### src/rtl/gsns_pkg.sv
// Shared types, constants and the snap comparison for the guide store.
`default_nettype none

package gsns_pkg;

    localparam int DEFAULT_DEPTH = 64;
    localparam int POS_W         = 32;
    localparam int REG_W         = 31;
    localparam int OP_W          = 3;
    localparam int STATUS_W      = 2;
    localparam int CFG_ADDR_W    = 2;
    localparam int IN_W          = ((OP_W + 2 * POS_W + 7) / 8) * 8;

    localparam logic [REG_W-1:0] PAGE_EXTENT_RST = 31'd55181312;
    localparam logic [REG_W-1:0] MARGIN_NEAR_RST = 31'd2621440;
    localparam logic [REG_W-1:0] MARGIN_FAR_RST  = 31'd2621440;

    localparam logic [CFG_ADDR_W-1:0] REG_PAGE_EXTENT = 2'd0;
    localparam logic [CFG_ADDR_W-1:0] REG_MARGIN_NEAR = 2'd1;
    localparam logic [CFG_ADDR_W-1:0] REG_MARGIN_FAR  = 2'd2;

    typedef enum logic [OP_W-1:0] {
        OP_ADD_STD  = 3'd0,
        OP_DEL_STD  = 3'd1,
        OP_MOVE_STD = 3'd2,
        OP_CLR_STD  = 3'd3,
        OP_ADD_AUTO = 3'd4,
        OP_CLR_AUTO = 3'd5,
        OP_BEFORE   = 3'd6,
        OP_AFTER    = 3'd7
    } op_t;

    typedef enum logic [STATUS_W-1:0] {
        ST_OK       = 2'd0,
        ST_DUP      = 2'd1,
        ST_NOTFOUND = 2'd2,
        ST_FULL     = 2'd3
    } status_t;

    typedef enum logic [2:0] {
        S_IDLE,
        S_SCAN,
        S_FOLD_AUTO,
        S_FOLD_NEAR,
        S_FOLD_FAR,
        S_DONE
    } state_t;

    // True when cand should replace best for a query at y.
    function automatic logic snap_take(input logic after,
                                       input logic signed [POS_W-1:0] cand,
                                       input logic signed [POS_W-1:0] y,
                                       input logic signed [POS_W-1:0] best);
        logic res;
        if (after)
        begin
            res = (cand > y) && (cand < best);
        end
        else
        begin
            res = (cand < y) && (cand > best);
        end
        return res;
    endfunction

endpackage

`default_nettype wire

### src/rtl/guide_store_nearest_snap.sv
// Top level of the guide store: the chain of cells, the sequencer and the stream ports.
//
// The block keeps a standard and an auto list of Q16.16 guide positions and
// answers nearest-before and nearest-after snap queries.
// Input words arrive on s_tvalid/s_tready/s_tdata, one operation per word;
// each produces exactly one result word on m_tvalid/m_tready/m_tdata.
// Configuration registers (page extent, two margins) go in via cfg_we/cfg_addr/cfg_wdata;
// the user must write them only while the block is idle; the block does not enforce this.
// Every word rotates the whole chain of GUIDE_DEPTH cells once, one cell per
// cycle, so that each entry passes the comparator at the head of the chain.
// A word is accepted in the idle state, then the sequencer runs the scan, the fold
// states for the auto list, the near margin and the far line, and the completion
// state that registers the result; no new word is taken until it is back in idle.
// The result sits in an output register, so the next word is accepted while
// it waits; if the receiver still holds off when the next result is ready,
// the sequencer waits in its completion cycle.
// Reset empties both lists and restores the configuration defaults; the
// chain contents are not cleared and need no clearing pass.
`default_nettype none

module guide_store_nearest_snap #(
    parameter int GUIDE_DEPTH = gsns_pkg::DEFAULT_DEPTH,
    localparam int CNT_W = $clog2(GUIDE_DEPTH + 1),
    localparam int OUT_W = ((gsns_pkg::POS_W + 2 * CNT_W + gsns_pkg::STATUS_W + 7) / 8) * 8
)
(
    input  wire logic                                clk,
    input  wire logic                                rst_n,
    // op, position, new_position (lowest bit up)
    input  wire logic [gsns_pkg::IN_W-1:0]           s_tdata,
    input  wire logic                                s_tvalid,
    output logic                                     s_tready,
    // snap_position, standard_count, auto_count, status (lowest bit up)
    output logic      [OUT_W-1:0]                    m_tdata,
    output logic                                     m_tvalid,
    input  wire logic                                m_tready,
    input  wire logic                                cfg_we,
    input  wire logic [gsns_pkg::CFG_ADDR_W-1:0]     cfg_addr,
    input  wire logic [gsns_pkg::REG_W-1:0]          cfg_wdata
);

    logic [gsns_pkg::POS_W-1:0] std_q  [GUIDE_DEPTH];
    logic [gsns_pkg::POS_W-1:0] auto_q [GUIDE_DEPTH];

    logic                          shift;
    logic [gsns_pkg::POS_W-1:0]    std_tail;
    logic [gsns_pkg::POS_W-1:0]    auto_tail;
    logic [gsns_pkg::POS_W-1:0]    snap_position;
    logic [CNT_W-1:0]              standard_count;
    logic [CNT_W-1:0]              auto_count;
    logic [gsns_pkg::STATUS_W-1:0] status;

    // Each cell takes its neighbour's entries; the last takes the edited head.
    for (genvar i = 0; i < GUIDE_DEPTH; i++)
    begin : g_chain
        if (i == GUIDE_DEPTH - 1)
        begin : g_tail
            gsns_cell u_cell
            (
                .clk     (clk),
                .shift   (shift),
                .std_in  (std_tail),
                .auto_in (auto_tail),
                .std_q   (std_q[i]),
                .auto_q  (auto_q[i])
            );
        end
        else
        begin : g_link
            gsns_cell u_cell
            (
                .clk     (clk),
                .shift   (shift),
                .std_in  (std_q[i+1]),
                .auto_in (auto_q[i+1]),
                .std_q   (std_q[i]),
                .auto_q  (auto_q[i])
            );
        end
    end

    gsns_ctrl #(
        .GUIDE_DEPTH (GUIDE_DEPTH)
    ) u_ctrl
    (
        .clk             (clk),
        .rst_n           (rst_n),
        .s_tvalid        (s_tvalid),
        .s_tready        (s_tready),
        .in_op           (s_tdata[gsns_pkg::OP_W-1:0]),
        .in_position     (s_tdata[gsns_pkg::OP_W +: gsns_pkg::POS_W]),
        .in_new_position (s_tdata[gsns_pkg::OP_W + gsns_pkg::POS_W +: gsns_pkg::POS_W]),
        .cfg_we          (cfg_we),
        .cfg_addr        (cfg_addr),
        .cfg_wdata       (cfg_wdata),
        .std_head        (std_q[0]),
        .std_next        (std_q[1]),
        .auto_head       (auto_q[0]),
        .shift           (shift),
        .std_tail        (std_tail),
        .auto_tail       (auto_tail),
        .m_tvalid        (m_tvalid),
        .m_tready        (m_tready),
        .snap_position   (snap_position),
        .standard_count  (standard_count),
        .auto_count      (auto_count),
        .status          (status)
    );

    assign m_tdata = OUT_W'({status, auto_count, standard_count, snap_position});

endmodule

`default_nettype wire

### src/rtl/gsns_cell.sv
// One link of the guide chain: holds one standard and one auto entry.
`default_nettype none

module gsns_cell
(
    input  wire logic                            clk,
    input  wire logic                            shift,
    input  wire logic [gsns_pkg::POS_W-1:0]      std_in,
    input  wire logic [gsns_pkg::POS_W-1:0]      auto_in,
    output logic      [gsns_pkg::POS_W-1:0]      std_q,
    output logic      [gsns_pkg::POS_W-1:0]      auto_q
);

    logic [gsns_pkg::POS_W-1:0] std_reg;
    logic [gsns_pkg::POS_W-1:0] auto_reg;

    always_ff @(posedge clk)
    begin
        if (shift)
        begin
            std_reg  <= std_in;
            auto_reg <= auto_in;
        end
    end

    assign std_q  = std_reg;
    assign auto_q = auto_reg;

endmodule

`default_nettype wire

### src/rtl/gsns_ctrl.sv
// Sequencer: rotates the chain once per word, edits the lists and folds snap queries.
`default_nettype none

module gsns_ctrl #(
    parameter int GUIDE_DEPTH = gsns_pkg::DEFAULT_DEPTH,
    localparam int CNT_W = $clog2(GUIDE_DEPTH + 1)
)
(
    input  wire logic                                   clk,
    input  wire logic                                   rst_n,
    input  wire logic                                   s_tvalid,
    output logic                                        s_tready,
    input  wire logic [gsns_pkg::OP_W-1:0]              in_op,
    input  wire logic [gsns_pkg::POS_W-1:0]             in_position,
    input  wire logic [gsns_pkg::POS_W-1:0]             in_new_position,
    input  wire logic                                   cfg_we,
    input  wire logic [gsns_pkg::CFG_ADDR_W-1:0]        cfg_addr,
    input  wire logic [gsns_pkg::REG_W-1:0]             cfg_wdata,
    input  wire logic [gsns_pkg::POS_W-1:0]             std_head,
    input  wire logic [gsns_pkg::POS_W-1:0]             std_next,
    input  wire logic [gsns_pkg::POS_W-1:0]             auto_head,
    output logic                                        shift,
    output logic      [gsns_pkg::POS_W-1:0]             std_tail,
    output logic      [gsns_pkg::POS_W-1:0]             auto_tail,
    output logic                                        m_tvalid,
    input  wire logic                                   m_tready,
    output logic      [gsns_pkg::POS_W-1:0]             snap_position,
    output logic      [CNT_W-1:0]                       standard_count,
    output logic      [CNT_W-1:0]                       auto_count,
    output logic      [gsns_pkg::STATUS_W-1:0]          status
);

    localparam logic [CNT_W-1:0] DEPTH_C = CNT_W'(GUIDE_DEPTH);
    localparam logic [CNT_W-1:0] LAST_K  = CNT_W'(GUIDE_DEPTH - 1);

    gsns_pkg::state_t state_reg, state_next;
    gsns_pkg::op_t    op_reg, op_next;
    logic [CNT_W-1:0] k_reg, k_next;
    logic [CNT_W-1:0] std_used_reg, std_used_next;
    logic [CNT_W-1:0] auto_used_reg, auto_used_next;
    logic             found_reg, found_next;
    logic signed [gsns_pkg::POS_W-1:0] pos_reg, pos_next;
    logic signed [gsns_pkg::POS_W-1:0] npos_reg, npos_next;
    logic signed [gsns_pkg::POS_W-1:0] best_std_reg, best_std_next;
    logic signed [gsns_pkg::POS_W-1:0] best_auto_reg, best_auto_next;

    logic [gsns_pkg::REG_W-1:0] page_extent_reg;
    logic [gsns_pkg::REG_W-1:0] margin_near_reg;
    logic [gsns_pkg::REG_W-1:0] margin_far_reg;

    logic                                out_valid_reg, out_valid_next;
    logic [gsns_pkg::POS_W-1:0]          snap_out_reg, snap_out_next;
    logic [CNT_W-1:0]                    stdc_out_reg, stdc_out_next;
    logic [CNT_W-1:0]                    autoc_out_reg, autoc_out_next;
    gsns_pkg::status_t                   status_out_reg, status_out_next;

    logic                                after;
    logic                                std_live;
    logic                                auto_live;
    logic                                match;
    logic                                del_now;
    logic [CNT_W-1:0]                    k_inc;
    logic signed [gsns_pkg::POS_W-1:0]   far_line;
    logic                                load;

    // Configuration registers
    always_ff @(posedge clk or negedge rst_n)
    begin
        if (!rst_n)
        begin
            page_extent_reg <= gsns_pkg::PAGE_EXTENT_RST;
            margin_near_reg <= gsns_pkg::MARGIN_NEAR_RST;
            margin_far_reg  <= gsns_pkg::MARGIN_FAR_RST;
        end
        else if (cfg_we)
        begin
            case (cfg_addr)
                gsns_pkg::REG_PAGE_EXTENT: page_extent_reg <= cfg_wdata;
                gsns_pkg::REG_MARGIN_NEAR: margin_near_reg <= cfg_wdata;
                gsns_pkg::REG_MARGIN_FAR:  margin_far_reg  <= cfg_wdata;
                default:                   ;
            endcase
        end
    end

    always_ff @(posedge clk or negedge rst_n)
    begin
        if (!rst_n)
        begin
            state_reg     <= gsns_pkg::S_IDLE;
            std_used_reg  <= '0;
            auto_used_reg <= '0;
            out_valid_reg <= 1'b0;
        end
        else
        begin
            state_reg     <= state_next;
            std_used_reg  <= std_used_next;
            auto_used_reg <= auto_used_next;
            out_valid_reg <= out_valid_next;
        end
    end

    always_ff @(posedge clk)
    begin
        op_reg         <= op_next;
        k_reg          <= k_next;
        found_reg      <= found_next;
        pos_reg        <= pos_next;
        npos_reg       <= npos_next;
        best_std_reg   <= best_std_next;
        best_auto_reg  <= best_auto_next;
        snap_out_reg   <= snap_out_next;
        stdc_out_reg   <= stdc_out_next;
        autoc_out_reg  <= autoc_out_next;
        status_out_reg <= status_out_next;
    end

    assign after     = (op_reg == gsns_pkg::OP_AFTER);
    assign std_live  = (k_reg < std_used_reg);
    assign auto_live = (k_reg < auto_used_reg);
    assign match     = std_live && (std_head == pos_reg);
    // From the first occurrence onwards each entry is replaced by its successor.
    assign del_now   = ((op_reg == gsns_pkg::OP_DEL_STD) || (op_reg == gsns_pkg::OP_MOVE_STD))
                       && (found_reg || match);
    assign k_inc     = k_reg + CNT_W'(1);
    assign far_line  = $signed({1'b0, page_extent_reg}) - $signed({1'b0, margin_far_reg});

    always_comb
    begin
        state_next      = state_reg;
        op_next         = op_reg;
        k_next          = k_reg;
        found_next      = found_reg;
        pos_next        = pos_reg;
        npos_next       = npos_reg;
        best_std_next   = best_std_reg;
        best_auto_next  = best_auto_reg;
        std_used_next   = std_used_reg;
        auto_used_next  = auto_used_reg;
        out_valid_next  = out_valid_reg && !m_tready;
        snap_out_next   = snap_out_reg;
        stdc_out_next   = stdc_out_reg;
        autoc_out_next  = autoc_out_reg;
        status_out_next = status_out_reg;
        shift           = 1'b0;
        std_tail        = del_now ? std_next : std_head;
        auto_tail       = auto_head;
        load            = 1'b0;

        case (op_reg)
            gsns_pkg::OP_ADD_STD:
            begin
                if ((k_reg == std_used_reg) && !found_reg)
                begin
                    std_tail = pos_reg;
                end
            end
            gsns_pkg::OP_MOVE_STD:
            begin
                if ((del_now && (k_inc == std_used_reg)) ||
                    (!del_now && (k_reg == std_used_reg)))
                begin
                    std_tail = npos_reg;
                end
            end
            gsns_pkg::OP_ADD_AUTO:
            begin
                if (k_reg == auto_used_reg)
                begin
                    auto_tail = pos_reg;
                end
            end
            default: ;
        endcase

        case (state_reg)
            gsns_pkg::S_IDLE:
            begin
                if (s_tvalid)
                begin
                    op_next    = gsns_pkg::op_t'(in_op);
                    pos_next   = in_position;
                    npos_next  = in_new_position;
                    k_next     = '0;
                    found_next = 1'b0;
                    if (gsns_pkg::op_t'(in_op) == gsns_pkg::OP_AFTER)
                    begin
                        best_std_next = $signed({1'b0, page_extent_reg});
                    end
                    else
                    begin
                        best_std_next = '0;
                    end
                    best_auto_next = best_std_next;
                    state_next     = gsns_pkg::S_SCAN;
                end
            end
            gsns_pkg::S_SCAN:
            begin
                shift      = 1'b1;
                found_next = found_reg || match;
                if (std_live && gsns_pkg::snap_take(after, std_head, pos_reg, best_std_reg))
                begin
                    best_std_next = std_head;
                end
                if (auto_live && gsns_pkg::snap_take(after, auto_head, pos_reg, best_auto_reg))
                begin
                    best_auto_next = auto_head;
                end
                k_next = k_inc;
                if (k_reg == LAST_K)
                begin
                    state_next = gsns_pkg::S_FOLD_AUTO;
                end
            end
            gsns_pkg::S_FOLD_AUTO:
            begin
                if (gsns_pkg::snap_take(after, best_auto_reg, pos_reg, best_std_reg))
                begin
                    best_std_next = best_auto_reg;
                end
                state_next = gsns_pkg::S_FOLD_NEAR;
            end
            gsns_pkg::S_FOLD_NEAR:
            begin
                if (gsns_pkg::snap_take(after, $signed({1'b0, margin_near_reg}), pos_reg,
                                        best_std_reg))
                begin
                    best_std_next = $signed({1'b0, margin_near_reg});
                end
                state_next = gsns_pkg::S_FOLD_FAR;
            end
            gsns_pkg::S_FOLD_FAR:
            begin
                if (gsns_pkg::snap_take(after, far_line, pos_reg, best_std_reg))
                begin
                    best_std_next = far_line;
                end
                state_next = gsns_pkg::S_DONE;
            end
            gsns_pkg::S_DONE:
            begin
                if (!out_valid_reg || m_tready)
                begin
                    load            = 1'b1;
                    status_out_next = gsns_pkg::ST_OK;
                    snap_out_next   = '0;
                    case (op_reg)
                        gsns_pkg::OP_ADD_STD:
                        begin
                            if (found_reg)
                            begin
                                status_out_next = gsns_pkg::ST_DUP;
                            end
                            else if (std_used_reg == DEPTH_C)
                            begin
                                status_out_next = gsns_pkg::ST_FULL;
                            end
                            else
                            begin
                                std_used_next = std_used_reg + CNT_W'(1);
                            end
                        end
                        gsns_pkg::OP_DEL_STD:
                        begin
                            if (found_reg)
                            begin
                                std_used_next = std_used_reg - CNT_W'(1);
                            end
                            else
                            begin
                                status_out_next = gsns_pkg::ST_NOTFOUND;
                            end
                        end
                        gsns_pkg::OP_MOVE_STD:
                        begin
                            if (!found_reg)
                            begin
                                if (std_used_reg == DEPTH_C)
                                begin
                                    status_out_next = gsns_pkg::ST_FULL;
                                end
                                else
                                begin
                                    status_out_next = gsns_pkg::ST_NOTFOUND;
                                    std_used_next   = std_used_reg + CNT_W'(1);
                                end
                            end
                        end
                        gsns_pkg::OP_CLR_STD:
                        begin
                            std_used_next = '0;
                        end
                        gsns_pkg::OP_ADD_AUTO:
                        begin
                            if (auto_used_reg == DEPTH_C)
                            begin
                                status_out_next = gsns_pkg::ST_FULL;
                            end
                            else
                            begin
                                auto_used_next = auto_used_reg + CNT_W'(1);
                            end
                        end
                        gsns_pkg::OP_CLR_AUTO:
                        begin
                            auto_used_next = '0;
                        end
                        default:
                        begin
                            snap_out_next = best_std_reg;
                        end
                    endcase
                    stdc_out_next  = std_used_next;
                    autoc_out_next = auto_used_next;
                    out_valid_next = 1'b1;
                    state_next     = gsns_pkg::S_IDLE;
                end
            end
            default:
            begin
                state_next = gsns_pkg::S_IDLE;
            end
        endcase
    end

    assign s_tready       = (state_reg == gsns_pkg::S_IDLE);
    assign m_tvalid       = out_valid_reg;
    assign snap_position  = snap_out_reg;
    assign standard_count = stdc_out_reg;
    assign auto_count     = autoc_out_reg;
    assign status         = status_out_reg;

`ifndef ASSERT_OFF
    a_used_bound: assert property (@(posedge clk) disable iff (!rst_n)
        (std_used_reg <= DEPTH_C) && (auto_used_reg <= DEPTH_C))
        else $error("guide count beyond depth");

    a_accept_scan: assert property (@(posedge clk) disable iff (!rst_n)
        (s_tvalid && s_tready) |=> (state_reg == gsns_pkg::S_SCAN) && (k_reg == '0))
        else $error("accepted word did not start a scan");

    a_used_hold: assert property (@(posedge clk) disable iff (!rst_n)
        (state_reg != gsns_pkg::S_DONE) |=> $stable(std_used_reg) && $stable(auto_used_reg))
        else $error("list count changed outside completion");

    a_dup_keeps: assert property (@(posedge clk) disable iff (!rst_n)
        (load && (status_out_next == gsns_pkg::ST_DUP))
        |=> (std_used_reg == $past(std_used_reg)))
        else $error("duplicate add changed the standard count");
`endif

endmodule

`default_nettype wire

### config.mk
export PLATFORM = sky130hd
export DESIGN_NAME = guide_store_nearest_snap
export DESIGN_NICKNAME = d
export VERILOG_FILES = /design/src/rtl/gsns_pkg.sv /design/src/rtl/guide_store_nearest_snap.sv /design/src/rtl/gsns_cell.sv /design/src/rtl/gsns_ctrl.sv
export SDC_FILE = /design/constraint.sdc
export NUM_CORES = 2
export LEC_CHECK = 0
export ABC_AREA = 0
export ABC_CLOCK_PERIOD_IN_PS = 359700
export BUFFER_PORTS_ARGS = -buffer_cell sky130_fd_sc_hd__buf_2
export CAP_MARGIN = 20
export CORE_MARGIN = 2
export CORE_UTILIZATION = 41
export CTS_CLUSTER_DIAMETER = 80
export DETAILED_ROUTE_END_ITERATION = 16
export SLEW_MARGIN = 30
export SYNTH_ARGS = -nofsm -noshare
export SYNTH_HDL_FRONTEND = slang
export SYNTH_SLANG_ARGS = --single-unit
### constraint.sdc
create_clock -name clk -period 359.7 [get_ports clk]
set_input_delay 89.925 -clock clk [delete_from_list [all_inputs] [get_ports clk]]
set_output_delay 89.925 -clock clk [all_outputs]
set_load 0.02 [all_outputs]
==> impl_metrics.csv <==
group,metric,value,unit
yosys,synth_fa_ha_area_share,3.15,%
worst_setup_path,reg2regPathDepth,12,
yosys,post_synth_mux_area_share,1.33,%
worst_setup_path,critPathKind,"register to primary output",
yosys,synth_top_family_by_area,"adder cells",
worst_setup_path,cp.required,269.77,ns
floorplanning,die_w,602,µm
power,finalPower,0.00127,W
clock_network,postCtsSetupBuffers,0,
worst_setup_path,rr_startpoint,"u_ctrl.state_reg[0]$_DFFE_PN0P_",
final_layout,layout_commonest_cell,"edfxtp_1",
placement,place.detailed.hpwl,160,mm
worst_setup_path,start_kind,"register",
floorplanning,fp.coreArea,356000,µm²
placement,port_buffers,154,
timing,max_freq,10.8,MHz
yosys,synth_seq_area_share,89.6,%
floorplanning,die-area,362000,µm²
detailed_routing,wl_per_cell,21.5,µm
final_layout,area_growth,14.3,%
worst_setup_path,r2r_end,"g_chain[48].g_link.u_cell.std_q[7]$_DFFE_PP_",
floorplanning,fp-row-count,219,
final_layout,drive_above_1_share,13.8,%
clock_network,cts.sinks,4394,
grt,grt_usage,14.2,%
worst_setup_path,crit_start,"u_ctrl.state_reg[1]$_DFFE_PN0P_",
worst_setup_path,r2r_slack,352.07,ns
power,powerDensity,7.58,nW/µm²
min_path,worst_hold_path_type,"register to register",
worst_setup_path,critPathMaxFanout,24,
final_layout,final_util,47.1,%
flow_run,drv_cap,0,
yosys,synthSimpleGateAreaFrac,2.07,%
worst_setup_path,worstSetupEndpoint,"s_tready",
timing,slew_headroom,33.3,%
timing,setup_violations,0,
floorplanning,die_y,602,µm
yosys,syn_area_per_cell,22.4,µm²
timing,maxSlewViolCount,0,
detailed_routing,finalWirelength,263,mm
detailed_routing,vias,59800,
timing,fin_setup_tns,0,ns
yosys,synth_xor_area_share,0.227,%
yosys,synth-compound-area-share,2.91,%
yosys,synth_edf_count,4283,
clock_network,cts_buffers,422,
timing,tightestPinTransition,0.991,ns
clock_network,path_clk_slew,0.06,ns
grt,first_global_vias,58300,
clock_network,clk_latency,0.95,ns
grt,grt_start_max_net_pins,208,
clock_network,cts_resized,0,
detailed_routing,drt_pass1_iterations,8,
floorplanning,boundaryPins,160,
detailed_routing,drc,0,
clock_network,cts_tree,"yes",
timing,period_minus_slack,92.50,ns
clock_network,cts_root_buffer,"clkbuf_16",
yosys,synth-warning-count,0,
yosys,synth_area,147000,µm²
clock_network,htreeDepth,5,
yosys,syn_inst,6534,
worst_setup_path,crit_arrival,2.58,ns
detailed_routing,drtAntennaViolNets,0,
grt,antenna_found_initial,56,
status,status,"finished clean",
placement,gp_congestion,0.865,
worst_setup_path,end_kind,"primary output",
grt,grt-ovfl-total,0,
clock_network,clk_path_buf_depth,4,
detailed_routing,drtIter0Drc,6183,
yosys,ys_ff_latch,4394,
final_layout,fin_nets,7582,
timing,rsz0062_at_grt,"false",
grt,grt_pass1_wl,386,mm
power,power_leakage,52.5,nW
yosys,synth_nets,7013,
timing,finClkSkew,0.0539,ns
final_layout,final_cell_mix,"edfxtp_1 (4283), clkbuf_16 (428), ha_1 (368)",
yosys,synth_ff_type,"edfxtp_1",
power,ir_drop,0.00465,mV
timing,post-route-period-util,25.7,%
floorplanning,initial_core_util,41.2,%
yosys,yosysUniqueCellTypes,84,
timing,hold_violations,0,
clock_network,ctsHoldBuffers,0,
yosys,async_flop_share,2.53,%
detailed_routing,viasPerCell,4.89,
-- worst min path at each step --
stage | endpoint | depth (start not counted) | slack [ns] | startpoint
after floorplan | g_chain[0].g_link.u_cell.auto_q[0]$_DFFE_PP_ | 0 | 0.40 | g_chain[1].g_link.u_cell.auto_q[0]$_DFFE_PP_
after global placement | g_chain[52].g_link.u_cell.std_q[27]$_DFFE_PP_ | 0 | 0.40 | g_chain[53].g_link.u_cell.std_q[27]$_DFFE_PP_
after detailed placement | g_chain[0].g_link.u_cell.auto_q[20]$_DFFE_PP_ | 0 | 0.40 | g_chain[1].g_link.u_cell.auto_q[20]$_DFFE_PP_
after CTS | g_chain[44].g_link.u_cell.auto_q[1]$_DFFE_PP_ | 0 | 0.37 | g_chain[45].g_link.u_cell.auto_q[1]$_DFFE_PP_
after global routing | g_chain[35].g_link.u_cell.auto_q[1]$_DFFE_PP_ | 0 | 0.39 | g_chain[36].g_link.u_cell.auto_q[1]$_DFFE_PP_
final | g_chain[44].g_link.u_cell.auto_q[1]$_DFFE_PP_ | 0 | 0.38 | g_chain[45].g_link.u_cell.auto_q[1]$_DFFE_PP_
-- where the power goes --
part | total [W] | switching, W | leakage, nW | internal (W)
clock | 0.000430 | 0.000186 | 6.58 | 0.000244
combinational | 0.000116 | 0.0000871 | 8.67 | 0.0000285
sequential | 0.000725 | 0.0000294 | 37.2 | 0.000695
total | 0.00127 | 0.000302 | 52.5 | 0.000968
-- worst max-delay path: stages, from the launching register on --
cell,delay (ns)
dfrtp_1,0.36
buf_4,0.27
or2_2,0.37
nor2_1,0.32
buf_2,0.31
-- stage by stage --
stage          cell area [µm²]  cells  hold slack [ns]  worst slack [ns]
2_1_floorplan           147000   6534            0.400            242.49
3_3_place_gp            154000  11400            0.400            267.30
3_5_place_dp            154000  11400            0.405            267.51
4_1_cts                 167000  12200            0.374            267.11
5_1_grt                 168000  12200            0.393            267.11
6_report                168000  12200            0.383            267.20
-- Yosys cell counts (18+ instances only) --
library cell     n  area [µm²]
edfxtp_1      4283      129000
a21oi_1        166         831
nor2b_1         23         144
nand4_1         69         432
nand3_1         44         220
xnor2_1         26         228
a21o_1          78         586
nand2_1        213         800
a221o_1         36         360
mux2i_1         47         470
o21ai_1         44         220
nor2_1         130         488
clkbuf_1        83         312
mux2_2         131        1480
o21ai_0        141         706
dfrtp_1        102        2550
inv_1          173         649
nor4_1          18         113
o211ai_1        23         173
ha_1           368        4600
and3_1          50         313
-- final cells by class --
cell class / instances / area [µm²]
Antenna cell: 16 / 40.0
Clock buffer: 507 / 11000
Clock inverter: 265 / 2540
Fill cell: 28800 / 188000
Inverter: 177 / 672
Multi-Input combinational cell: 1866 / 14300
Sequential cell: 4394 / 131000
Tap cell: 4751 / 5940
Timing Repair Buffer: 242 / 1720
-- layer usage --
layer	vias up	track usage [%]	routed length (µm)
li1	27200	-	-
met1	30600	21.2	124000
met2	1463	20.9	116000
met3	520	2.42	13400
met4	2	5.53	9720
met5	-	0	13
-- logic make-up after synthesis --
| group | Yosys count |
|---|---|
| multiplexers | 178 |
| adder cells (fa/ha/maj) | 369 |
| flip-flops | 4394 |
| buffers and inverters | 274 |
| XOR/XNOR | 38 |
| AND/OR/NAND/NOR | 625 |
| AO/OA/AOI/OAI | 656 |
No activity file was read; power rests on OpenSTA's default activity.
